<file path="src/rtl/address_region_table_unit_macros.svh">
// Assertion macros for the address region table.
`ifndef ADDRESS_REGION_TABLE_UNIT_MACROS_SVH
`define ADDRESS_REGION_TABLE_UNIT_MACROS_SVH

// Implication checked on every rising clock edge outside reset.
`define ART_ASSERT_IMP(label, clk, rstn, pre, post) \
    label: assert property (@(posedge clk) disable iff (!rstn) (pre) |-> (post)) \
        else $error("assertion failed");

// Next-cycle implication checked outside reset.
`define ART_ASSERT_NEXT(label, clk, rstn, pre, post) \
    label: assert property (@(posedge clk) disable iff (!rstn) (pre) |=> (post)) \
        else $error("assertion failed");

`endif

</file>
<file path="src/rtl/art_prio.sv">
// Registered priority pick over the row: lowest slot index with a hit.
`default_nettype none
module art_prio #(
    parameter int N  = 16,
    parameter int IW = 4
) (
    input  wire          aclk,
    input  wire [N-1:0]  req,
    output logic         any_reg,
    output logic [IW-1:0] idx_reg
);
    logic          any_next;
    logic [IW-1:0] idx_next;

    always_comb begin
        any_next = 1'b0;
        idx_next = '0;
        for (int i = N - 1; i >= 0; i--) begin
            if (req[i]) begin
                any_next = 1'b1;
                idx_next = IW'(i);
            end
        end
    end

    always_ff @(posedge aclk) begin
        any_reg <= any_next;
        idx_reg <= idx_next;
    end
endmodule
`default_nettype wire

</file>
<file path="config.mk">
export PLATFORM = sky130hd
export DESIGN_NAME = art_prio
export DESIGN_NICKNAME = d
export VERILOG_FILES = /design/src/rtl/address_region_table_unit_macros.svh /design/src/rtl/art_prio.sv
export SDC_FILE = /design/constraint.sdc
export NUM_CORES = 1
export LEC_CHECK = 0
export BUFFER_PORTS_ARGS = -buffer_cell sky130_fd_sc_hd__buf_2
export CAP_MARGIN = 20
export CORE_AREA = 2 2 39 41
export CTS_CLUSTER_SIZE = 10
export DETAILED_ROUTE_END_ITERATION = 8
export DIE_AREA = 0 0 41 43
export PLACE_DENSITY = 0.47
export SLEW_MARGIN = 0
export SYNTH_ARGS = -nofsm -noshare
export SYNTH_HDL_FRONTEND = slang
export SYNTH_SLANG_ARGS = --single-unit
</file>
<file path="constraint.sdc">
create_clock -name aclk -period 1.5 [get_ports aclk]
set_input_delay 0.225 -clock aclk [delete_from_list [all_inputs] [get_ports aclk]]
set_output_delay 0.225 -clock aclk [all_outputs]
set_load 0.02 [all_outputs]
</file>
==> impl_metrics.json <==
{
  "postCtsSetupBuffers": 0,
  "die_area_sq_um": 1763,
  "yosys_register_bits": 5,
  "drt_iter0_drc": 9,
  "cts_tree": "done",
  "path_buf_inv": 1,
  "cts_hold_buf": 0,
  "vias": 342,
  "drive_gt1_share_pct": 39.06,
  "grt_max_degree": 5,
  "synth_area_leader_cell": "dfxtp_1",
  "yosys-top-cells-area": "dfxtp_1 37%, nor2_1 11%, nand2_1 6.8%",
  "hpwl_microns": 596.4,
  "drtPass1Iterations": 2,
  "critPathLaunchType": "input pin",
  "powerDensity_nw_per_um2": 834.2,
  "globalplace.congestion": 0.7297,
  "cp.arrival_ns": 1.07,
  "grt_usage_pct": 9.200,
  "synth_adder_area_share_pct": 0,
  "antenna_found_initial": 0,
  "io_buffers": 21,
  "final-hold-violation-count": 0,
  "synth_top_area_share_pct": 36.53,
  "cts_resized": 0,
  "slew_headroom_pct": 76.74,
  "synthMuxAreaShare_pct": 0,
  "holdCritStartpoint": "req[0]",
  "synth-compound-area-share_pct": 22.37,
  "nets": 82,
  "largest_reg_flops": 4,
  "ios": 22,
  "end_kind": "register",
  "cts_root_buf": "clkbuf_4",
  "crit_required_ns": 1.61,
  "grt_pass1_vias": 297,
  "core_sq_um": 1384,
  "whs_ns": 0.2116,
  "start_util_pct": 19.80,
  "worstMarginPinSlew_ns": 0.3457,
  "crit_path_max_incr_delay_ns": 0.30,
  "grt-ovfl-total": 0,
  "whs_path_depth": 2,
  "rsz0062_at_grt": "false",
  "clkTransAtPathRegs_ns": 0.04,
  "maxCapViolations": 0,
  "finalMaxSlewViolations": 0,
  "die_x_microns": 41,
  "drc": 0,
  "yosys.area_share.simple_pct": 36.99,
  "tns_ns": 0,
  "crit_slowest_cell": "nor4_2",
  "fp-row-count": 14,
  "n_antenna_cell": 0,
  "fmax_ghz": 1.045,
  "die_y_microns": 43,
  "ir_worst_vdd_uv": 193.9,
  "viasPerCell": 4.275,
  "path_class": "in2reg",
  "min_period_ns": 0.9573,
  "leakagePower_nw": 0.2085,
  "postSynthAreaPerCell_sq_um": 7.026,
  "yosysWarnings": 0,
  "min_to": "idx_reg[0]$_SDFF_PP0_",
  "grt_pass1_wl_microns": 1104,
  "wl_per_cell_microns": 8.400,
  "critPathMaxFanout": 3,
  "crit_chain": "buf_2 -> nor4_2 -> nand3_1 -> or3_1",
  "synth_nets": 56,
  "synth_top_family_by_area": "simple AND/OR/NAND/NOR gates",
  "outcome": "finished clean",
  "htreeDepth": 1,
  "synth_xor_area_share_pct": 0,
  "ant_nets": 0,
  "fin_crit_sh_pct": 63.82,
  "areaGrowthSynthToFinish_pct": 55.25,
  "seq_area_frac_synth_pct": 36.53,
  "synth_area_sq_um": 274.0,
  "yosysUniqueCellTypes": 17,
  "cts_max_path_buffers": 2,
  "hold_path.class": "in2reg",
  "setup_viol": 0,
  "critical-path-top-delay-family": "simple AND/OR/NAND/NOR gates",
  "numClockSinks": 5,
  "drt_wl_total_microns": 672,
  "cts_buffers": 3,
  "syn_inst": 39
}
cell usage in the layout, fill, tap and decap left out:
| cell type | n |
|---|---|
| o22ai_1 | 1 |
| nor2_1 | 8 |
| clkbuf_1 | 1 |
| or3_1 | 1 |
| nor4_2 | 1 |
| a31oi_1 | 2 |
| dfxtp_1 | 5 |
| nor3_1 | 1 |
| clkbuf_4 | 3 |
| nor4_1 | 1 |
| inv_1 | 3 |
| o31ai_1 | 1 |
| o311a_1 | 1 |
| nand2b_1 | 1 |
| buf_2 | 21 |
| nand2_1 | 5 |
| nand3_1 | 2 |
| o21ai_0 | 2 |
| and3_1 | 1 |
| a21oi_1 | 3 |
power breakdown:
part           switching [W]  internal, W  total [W]
registers        0.000000759     0.000138   0.000139
logic              0.0000372    0.0000295  0.0000667
clock network      0.0000491     0.000100   0.000149
logic make-up (layout without fill, tap and decap cells):
logic type / count (synthesis) / count (layout)
flip-flops: 5 / 5
AND/OR/NAND/NOR: 21 / 21
buffers and inverters: 3 / 28
AO/OA/AOI/OAI: 10 / 10
Yosys cell counts, drive strengths merged:
library cell	number
a21oi	3
a31oi	2
and3	1
dfxtp	5
inv	3
nand2	5
nand2b	1
nand3	2
nor2	8
nor3	1
nor4	2
o21ai	2
o22ai	1
o311a	1
o31ai	1
or3	1
worst max path at each step:
stage | startpoint | to | slack (ns) | cells after the start
after CTS | req[4] | any_reg$_SDFF_PP1_ | 0.55 | 4
after global routing | req[4] | any_reg$_SDFF_PP1_ | 0.48 | 4
after global placement | req[4] | any_reg$_SDFF_PP1_ | 0.31 | 4
final | req[4] | any_reg$_SDFF_PP1_ | 0.54 | 4
after detailed placement | req[4] | any_reg$_SDFF_PP1_ | 0.30 | 4
after floorplan | req[4] | any_reg$_SDFF_PP1_ | 0.48 | 3
per-layer routing:
layer / GRT usage [%] / vias to the layer above / part of all wire, %
li1: - / 190 / -
met1: 12.38 / 139 / 45
met2: 12.50 / 13 / 46
met3: 2.094 / 0 / 8.8
met4: 6.000 / 0 / 0
met5: 0 / - / 0
area by class of cell:
type	instances	area [sq um]
clock buffers	4	26.28
repair buffers	21	105.1
inverters	3	11.26
well taps	16	20.02
fillers	164	958.4
flip-flops and latches	5	100.1
multi-input cells	31	162.7
through the flow:
step           instances  power [W]  utilization (%)  worst slack (ns)  area [sq um]
2_1_floorplan         39  0.0001698                -            0.4837         274.0
3_3_place_gp          76  0.0002093            28.84            0.3079         399.1
3_5_place_dp          76  0.0002086            28.84            0.2958         399.1
4_1_cts               80  0.0003639            30.74            0.5475         425.4
5_1_grt               80  0.0003796            30.74            0.4808         425.4
6_report              80  0.0003549            30.74            0.5427         425.4
No activity file was read; power rests on OpenSTA's default activity.
