<file path="src/rtl/address_region_table_unit_macros.svh">
// Assertion macros for the address region table.
`ifndef ADDRESS_REGION_TABLE_UNIT_MACROS_SVH
`define ADDRESS_REGION_TABLE_UNIT_MACROS_SVH

// Implication checked on every rising clock edge outside reset.
`define ART_ASSERT_IMP(label, clk, rstn, pre, post) \
    label: assert property (@(posedge clk) disable iff (!rstn) (pre) |-> (post)) \
        else $error("assertion failed");

// Next-cycle implication checked outside reset.
`define ART_ASSERT_NEXT(label, clk, rstn, pre, post) \
    label: assert property (@(posedge clk) disable iff (!rstn) (pre) |=> (post)) \
        else $error("assertion failed");

`endif

</file>
<file path="src/rtl/art_pkg.sv">
// Package: operation and status codes, config indices and cell control types for the region table.
`default_nettype none
package art_pkg;
    localparam logic [1:0] OP_LOOKUP  = 2'd0;
    localparam logic [1:0] OP_MAP     = 2'd1;
    localparam logic [1:0] OP_UNMAP   = 2'd2;
    localparam logic [1:0] OP_PROTECT = 2'd3;

    localparam logic [1:0] ST_OK       = 2'd0;
    localparam logic [1:0] ST_NOTFOUND = 2'd1;
    localparam logic [1:0] ST_NOSPACE  = 2'd2;
    localparam logic [1:0] ST_FULL     = 2'd3;

    localparam int CFG_SEARCH_BASE = 0;
    localparam int CFG_SEARCH_END  = 1;

    // Broadcast commands to the row of cells.
    localparam logic [1:0] CMD_NONE  = 2'd0;
    localparam logic [1:0] CMD_PUSH  = 2'd1;
    localparam logic [1:0] CMD_PULL  = 2'd2;
    localparam logic [1:0] CMD_PROT  = 2'd3;

    typedef struct packed {
        logic [1:0] cmd;
        logic [7:0] prot;
    } cell_ctl_t;
endpackage
`default_nettype wire

</file>
<file path="src/rtl/art_cell.sv">
// One table slot: holds a region, compares it against the probe, shifts with neighbours.
`default_nettype none
module art_cell #(
    parameter int AW = 48
) (
    input  wire               aclk,
    input  wire               aresetn,
    input  wire art_pkg::cell_ctl_t ctl,
    input  wire               sel,        // this slot is at or past the pull point
    input  wire               nb_valid,   // neighbour data for a shift
    input  wire [AW-1:0]      nb_start,
    input  wire [AW:0]        nb_length,
    input  wire [7:0]         nb_prot,
    input  wire [7:0]         nb_flags,
    input  wire [AW-1:0]      probe_s,
    input  wire [AW:0]        probe_n,
    output logic              valid,
    output logic [AW-1:0]     start,
    output logic [AW:0]       length,
    output logic [7:0]        prot,
    output logic [7:0]        flags,
    output logic              hit_contain,
    output logic              hit_overlap,
    output logic [AW+1:0]     end_addr
);
    logic            valid_reg;
    logic [AW-1:0]   start_reg;
    logic [AW:0]     length_reg;
    logic [7:0]      prot_reg;
    logic [7:0]      flags_reg;
    logic [AW+1:0]   pend;
    logic            hit_cover;

    always_comb begin
        end_addr    = {2'b00, start_reg} + {1'b0, length_reg};
        pend        = {2'b00, probe_s} + {1'b0, probe_n};
        hit_contain = valid_reg && (probe_s >= start_reg) && ({2'b00, probe_s} < end_addr);
        hit_overlap = valid_reg && !(({2'b00, probe_s} >= end_addr) ||
                                     (pend <= {2'b00, start_reg}));
        hit_cover   = valid_reg && (probe_s >= start_reg) && (pend <= end_addr);
    end

    always_ff @(posedge aclk) begin
        if (!aresetn) begin
            valid_reg <= 1'b0;
        end else if (ctl.cmd == art_pkg::CMD_PUSH ||
                     (ctl.cmd == art_pkg::CMD_PULL && sel)) begin
            valid_reg <= nb_valid;
        end
        case (ctl.cmd)
            art_pkg::CMD_PUSH: begin
                start_reg  <= nb_start;
                length_reg <= nb_length;
                prot_reg   <= nb_prot;
                flags_reg  <= nb_flags;
            end
            art_pkg::CMD_PULL: begin
                if (sel) begin
                    start_reg  <= nb_start;
                    length_reg <= nb_length;
                    prot_reg   <= nb_prot;
                    flags_reg  <= nb_flags;
                end
            end
            art_pkg::CMD_PROT: begin
                if (hit_cover) begin
                    prot_reg <= ctl.prot;
                end
            end
            default: begin
            end
        endcase
    end

    assign valid  = valid_reg;
    assign start  = start_reg;
    assign length = length_reg;
    assign prot   = prot_reg;
    assign flags  = flags_reg;
endmodule
`default_nettype wire

</file>
<file path="config.mk">
export PLATFORM = sky130hd
export DESIGN_NAME = art_cell
export DESIGN_NICKNAME = d
export VERILOG_FILES = /design/src/rtl/address_region_table_unit_macros.svh /design/src/rtl/art_pkg.sv /design/src/rtl/art_cell.sv
export SDC_FILE = /design/constraint.sdc
export NUM_CORES = 1
export LEC_CHECK = 0
export BUFFER_PORTS_ARGS = -buffer_cell sky130_fd_sc_hd__buf_2
export CORE_MARGIN = 2
export CORE_UTILIZATION = 50
export CTS_CLUSTER_DIAMETER = 30
export DETAILED_ROUTE_END_ITERATION = 8
export PLACE_DENSITY = 0.77
export SLEW_MARGIN = 20
export SYNTH_ARGS = -nofsm -noshare
export SYNTH_HDL_FRONTEND = slang
export SYNTH_SLANG_ARGS = --single-unit
</file>
<file path="constraint.sdc">
create_clock -name aclk -period 7.5 [get_ports aclk]
set_clock_uncertainty 0.15 [all_clocks]
set_input_delay 1.125 -clock aclk [delete_from_list [all_inputs] [get_ports aclk]]
set_output_delay 1.125 -clock aclk [all_outputs]
set_load 0.03 [all_outputs]
</file>
==> results of run 1 <==
worst paths after layout:
check                              start     endpoint  slack [ns]  cells after the start
worst min register to register     valid        valid        0.51                      2
worst min-delay path               valid        valid        0.51                      2
worst max register to register  start[0]      prot[6]        1.72                     23
worst max-delay path            start[1]  hit_overlap        0.26                     22
synthesized netlist by cell type, types with 20 or more instances:
library cell    n
a21o_1        114
a21oi_1       138
edfxtp_1      113
ha_1          291
inv_1         129
nand2_1        66
nand2b_1       20
nand3_1        33
nand4_1        52
nor2_1         69
nor2b_1        25
nor3_1         27
o21a_1         23
o21ai_0        73
xnor2_1        60
xor2_1         33
power by group through the flow:
stage                     logic (mW)  clock network, mW  registers (mW)
final                           2.41              0.887           0.828
after floorplan                 1.51                  0           0.948
after global placement          2.30                  0           0.839
after CTS                       2.35              0.892           0.828
after global routing            2.63              0.915           0.835
after detailed placement        2.33                  0           0.841
worst min-delay path, delay by kind of cell, from the launching register on:
family        cells  cell delay (ns)
mux               1             0.16
flops             1             0.40
simple gates      1             0.05
layout by cell type, fill, tap and decap left out, drive strengths merged, types with 14 or more instances in the layout:
cell type,n
a211oi,14
a21oi,140
nand2b,20
inv,134
clkbuf,17
o21a,23
nor2,69
and3,17
edfxtp,113
xnor2,60
buf,396
xor2,33
o211ai,17
a21o,114
nand4,52
nand3,33
nand2,66
ha,291
nor2b,25
o21ai,76
a31oi,16
nor3,27
layout make-up:
type / count / area, um2 / share of cell area (%)
Multi-Input combinational cell: 1216 / 9644 / 58.15
Timing Repair Buffer: 396 / 1999 / 12.06
Inverter: 129 / 484.2 / 2.920
Tap cell: 341 / 426.7 / 2.573
Clock inverter: 15 / 178.9 / 1.079
Sequential cell: 114 / 3413 / 20.58
Antenna cell: 5 / 12.51 / 0.07544
Clock buffer: 17 / 425.4 / 2.565
timing repair:
| item | in CTS | in global routing |
|---|---|---|
| endpoints found under the setup margin | 1 | 2 |
| buffers inserted | 0 | 1 |
| hold endpoints to repair | 0 | 0 |
| gates resized for setup | 1 | 25 |
| pin swaps | 0 | 1 |
layer usage:
layer  vias to the layer above  share of wire (%)  track usage [%]
met5                         -                  0                0
met4                         0                3.3            11.51
met3                        76                8.1            5.830
met2                       557                 46            50.93
met1                      6172                 43            41.88
li1                       6383                  -                -
cells by family (layout without fill, tap and decap cells):
group                      after synthesis  after routing  synth area share, %
AOI/OAI and AO/OA                      476            476                23.25
xor gates and xnor gates                93             93                6.045
adders and majority gates              293            293                27.32
buffers and inverters                  144            557                4.030
DFF                                    114            114                25.33
muxes                                   12             12               0.9843
other                                    0              5                    0
and+or+nand+nor                        342            342                13.04
stage by stage:
stage / total power, mW / cell area (um2) / std cells / setup WS [ns]
final: 4.124 / 16580 / 2233 / 0.2619
after detailed placement: 3.166 / 15840 / 2195 / 0.3343
after global routing: 4.381 / 16580 / 2233 / 0.003713
after CTS: 4.072 / 16440 / 2227 / 0.03368
after global placement: 3.136 / 15840 / 2195 / 0.2919
after floorplan: 2.463 / 13470 / 1474 / 0.9273
==> results_dict.tcl, run 1 <==
set metrics [dict create \
    ys_seq_area_share_pct 25.33 \
    via_per_inst 5.906 \
    cap_violations 0 \
    antenna_found_initial 5 \
    max_freq_ghz 0.1382 \
    intPower_mw 2.192 \
    nNetsFinal 2391 \
    power_density_nw_per_um2 248.7 \
    layout-drive-gt1-share_pct 25.81 \
    grt_use_total_pct 31.39 \
    ys_top_cells_by_area "ha_1, edfxtp_1, a21o_1, a21oi_1, xnor2_1" \
    wirelength_um 45290 \
    synth-seq-cells 114 \
    grt_max_degree 57 \
    initial_core_util_pct 50.42 \
    die_y_um 168.2 \
    largest_reg_flops 49 \
    grt_overflow 0 \
    drtAntennaViolNets 0 \
    wl_per_cell_um 20.28 \
    hold_buffers 0 \
    rows 60 \
    synth_flop_cell "edfxtp_1" \
    clkSinkCount 114 \
    crit_chain "ha_1 > a211oi_1 > nor2_1 > o311ai_2 > nand4_1 > a31o_2 > a31o_2 > a211o_1 > a31o_2 > a21oi_2 > xor2_1 > ha_1 > nand3_1 > nor3_4 > nand3b_1 > a211o_1 > nand3_1 > o211ai_1 > o211ai_1 > a211oi_1 > buf_4 > buf_2" \
    gp_congestion 0.9451 \
    crit_slowest_cell "edfxtp_1" \
    final.setup.tns_ns 0 \
    synth_edf_count 113 \
    worst_pin_slew_ns 0.7221 \
    area_growth_pct 23.09 \
    crit_top_cell "a31o_2" \
    period_share_pct 96.51 \
    yosysTopAreaCell "ha_1" \
    cts_tree "done" \
    worst_skew_pair.late_latency_ns 0.44 \
    remaining_drc_errors 0 \
    postLayoutCoreUtil_pct 62.06 \
    seqPwrFrac_pct 20.1 \
    period_needed_ns 7.238 \
    io_pins 390 \
    postSynth.asyncResetShare_pct 0 \
    finalMaxSlewViolations 0 \
    die_area_um2 28280 \
    grt_pass1_wl_um 69210 \
    rsz0062_at_grt "no" \
    syn_area_um2 13470 \
    clkPwrFrac_pct 21.5 \
    relSlewSlack_pct 51.86 \
    numCtsBuffers 17 \
    vias 13190 \
    cp_top_family "compound AO/OA/AOI/OAI gates" \
    coreArea_um2 26730 \
    combinationalPowerShare_pct 58.4 \
    cp_max_fo 4 \
    setup_viol 0 \
    cp.required_ns 6.22 \
    cts.path.max_buffers 2 \
    drtIter0Drc 941 \
    synth_cells 1474 \
    p_sw_mw 1.932 \
    cp-start-kind "flip-flop" \
    endpoint_kind "primary output" \
    power_leakage_nw 8.398 \
    status "complete, no violations" \
    numPortBuffers 389 \
    synth_fp_nets 1991 \
    swShare_pct 46.85 \
    dr.pass1.iters 6 \
    cts-root-buf "clkbuf_16" \
    crit_arrival_ns 5.96 \
    dpl.hpwl_um 38050 \
    synth_cell_types 64 \
    hold_class "reg -> reg" \
    path_buf_inv 2 \
    hold_viol 0 \
    die_w_um 168.2 \
    avgSynthCellArea_um2 9.141 \
    vdd_drop_max_uv 210.9 \
    path_class "reg -> out" \
    hold_slack_ns 0.5113 \
    slowest_delay_ns 0.44 \
    clk_pin_slew_ns 0.06 \
    h-tree-depth 4 \
    yosysWarnings 0 \
    fill_cells 2351 \
    grt_pass1_vias 12770 \
    synthDominantCellAreaShare_pct 27.02 \
]
No activity file was read; power rests on OpenSTA's default activity.
==> run 2, diff against run 1 <==
--- a/config.mk
+++ b/config.mk
@@ -5,12 +5,12 @@
 export SDC_FILE = /design/constraint.sdc
 export NUM_CORES = 1
 export LEC_CHECK = 0
+export ABC_AREA = 1
 export BUFFER_PORTS_ARGS = -buffer_cell sky130_fd_sc_hd__buf_2
 export CORE_MARGIN = 2
-export CORE_UTILIZATION = 50
+export CORE_UTILIZATION = 30
 export CTS_CLUSTER_DIAMETER = 30
 export DETAILED_ROUTE_END_ITERATION = 8
-export PLACE_DENSITY = 0.77
 export SLEW_MARGIN = 20
 export SYNTH_ARGS = -nofsm -noshare
 export SYNTH_HDL_FRONTEND = slang
==> results_dict.tcl, run 2 <==
set metrics [dict create \
    final.setup.tns_ns 0 \
    synthDominantCellAreaShare_pct 25.70 \
    cp_max_fo 5 \
    numCtsBuffers 17 \
    wirelength_um 56160 \
    yosysWarnings 0 \
    layout-drive-gt1-share_pct 22.11 \
    reg2reg_from "start[12]" \
    dpl.hpwl_um 50230 \
    synth_edf_count 113 \
    yosysMostFrequentCell "nand2_1" \
    cap_violations 0 \
    ys_top_cells_by_area "ha_1, edfxtp_1, nand2_1, inv_1, a21oi_1" \
    grt_pass1_wl_um 83700 \
    synth_fp_nets 2330 \
    cts-root-buf "clkbuf_16" \
    grt_overflow 0 \
    endpoint_kind "primary output" \
    via_per_inst 5.033 \
    synth_cells 1813 \
    path_class "in -> out" \
    nNetsFinal 2739 \
    clk_pin_slew_ns 0.05 \
    wl_per_cell_um 19.73 \
    yosysTopAreaCell "ha_1" \
    setup_viol 0 \
    fin_cells 2846 \
    cts_tree "done" \
    crit_arrival_ns 5.62 \
    die_w_um 221.3 \
    r2r_cells 22 \
    dr.pass1.iters 5 \
    coreArea_um2 46560 \
    hold_buffers 0 \
    numPlacedInstances 2810 \
    grt_use_total_pct 22.40 \
    gp_congestion 0.9488 \
    final_common_cell "buf_2" \
    power.total_mw 4.177 \
    drtAntennaViolNets 0 \
    finalMaxSlewViolations 0 \
    worst_skew_pair.late_latency_ns 0.42 \
    rrSetupSlack_ns 1.53 \
    cp.required_ns 6.22 \
    remaining_drc_errors 0 \
    period_needed_ns 6.895 \
    worstReg2RegEnd "prot[5]" \
    syn_area_um2 14170 \
    vias 14320 \
    grt_max_degree 79 \
    worst_slack_ns 0.6049 \
    avgSynthCellArea_um2 7.814 \
    status "complete, no violations" \
    cp-start-kind "input port" \
    largest_reg_flops 49 \
    layout_common_cells "buf_2, nand2_1, ha_1" \
    rows 79 \
    clkSinkCount 114 \
    grt_pass1_vias 14410 \
    postSynth.asyncResetShare_pct 0 \
    antenna_found_initial 5 \
    postLayoutCoreUtil_pct 37.61 \
    drtIter0Drc 720 \
    vdd_drop_max_uv 249.9 \
    relSlewSlack_pct 32.37 \
    io_pins 390 \
    area_growth_pct 23.61 \
    max_freq_ghz 0.1450 \
    endpoint "hit_overlap" \
    synth_common_cells "nand2_1, ha_1, inv_1" \
    cts.path.max_buffers 2 \
    period_share_pct 91.93 \
    power_leakage_nw 8.893 \
    worst_pin_slew_ns 1.014 \
    die_area_um2 48980 \
    initial_core_util_pct 30.43 \
    hold_class "reg -> reg" \
    h-tree-depth 4 \
    power_density_nw_per_um2 238.5 \
    die_y_um 221.3 \
    synth-seq-cells 114 \
    pre_cts_ws_ns 0.3258 \
    startpoint "probe_s[18]" \
    synth_cell_types 53 \
    ys_seq_area_share_pct 24.09 \
    numPortBuffers 389 \
    synth_flop_cell "edfxtp_1" \
    hold_viol 0 \
    rsz0062_at_grt "no" \
]
run 2: stage by stage:
step,hold slack [ns],cell area [um2]
6_report,0.5277,17510
5_1_grt,0.5954,17510
4_1_cts,0.5332,17490
3_5_place_dp,0.5281,16900
3_3_place_gp,0.5114,16900
2_1_floorplan,0.5249,14170
run 2: cells by family after synthesis:
logic type / synth area share (%)
compound gates: 17.34
xor+xnor: 5.979
fa+ha+maj: 25.98
buf+inv: 7.683
flops: 24.09
mux: 0.6359
simple gates: 18.29
run 2: cell type report:
class | instances | area [um2]
well taps | 607 | 759.5
inverters | 289 | 1085
fillers | 4871 | 29040
flip-flops and latches | 114 | 3413
diodes | 5 | 12.51
multi-input cells | 1409 | 9683
clock buffers | 18 | 429.2
repair buffers | 391 | 1962
clock inverters | 13 | 167.7
run 2: worst min-delay path by stage:
stage	cells past startpoint	endpoint	slack, ns	startpoint
after global routing	2	valid	0.60	valid
final	2	valid	0.53	valid
after CTS	2	valid	0.53	valid
after floorplan	2	valid	0.52	valid
after detailed placement	2	valid	0.53	valid
after global placement	2	valid	0.51	valid
run 2: worst max-delay path, cell delays in order:
cell	delay (ns)
buf_2	0.12
ha_1	0.36
a21oi_1	0.19
o21ai_0	0.14
a211oi_1	0.27
o21ai_0	0.13
a21oi_1	0.35
o221ai_1	0.32
xor2_1	0.27
ha_1	0.37
nand3_1	0.11
nor3_1	0.23
nor4b_2	0.47
o21ai_0	0.22
nand3_1	0.16
nand2_1	0.06
nand2_1	0.06
nand2_1	0.05
nand2_1	0.07
nand2_1	0.06
nand2_1	0.06
nand3_1	0.06
nor2_1	0.15
buf_2	0.22
run 2: per-layer routing:
layer	track usage, %	vias to the layer above	wire length, um
met2	35.79	446	25210
met1	30.91	6725	26680
li1	-	7090	-
met5	0	-	0
met3	2.828	63	2600
met4	8.075	0	1670
run 2: power by group:
part	leakage, nW	internal, mW	switching, mW
logic	7.52	0.810	1.71
clock network	0.292	0.546	0.274
registers	1.08	0.776	0.0619
run 2: repair_timing:
item	in CTS	in global routing
resized for setup	0	1
buffers inserted	0	0
endpoints found under the setup margin	0	1
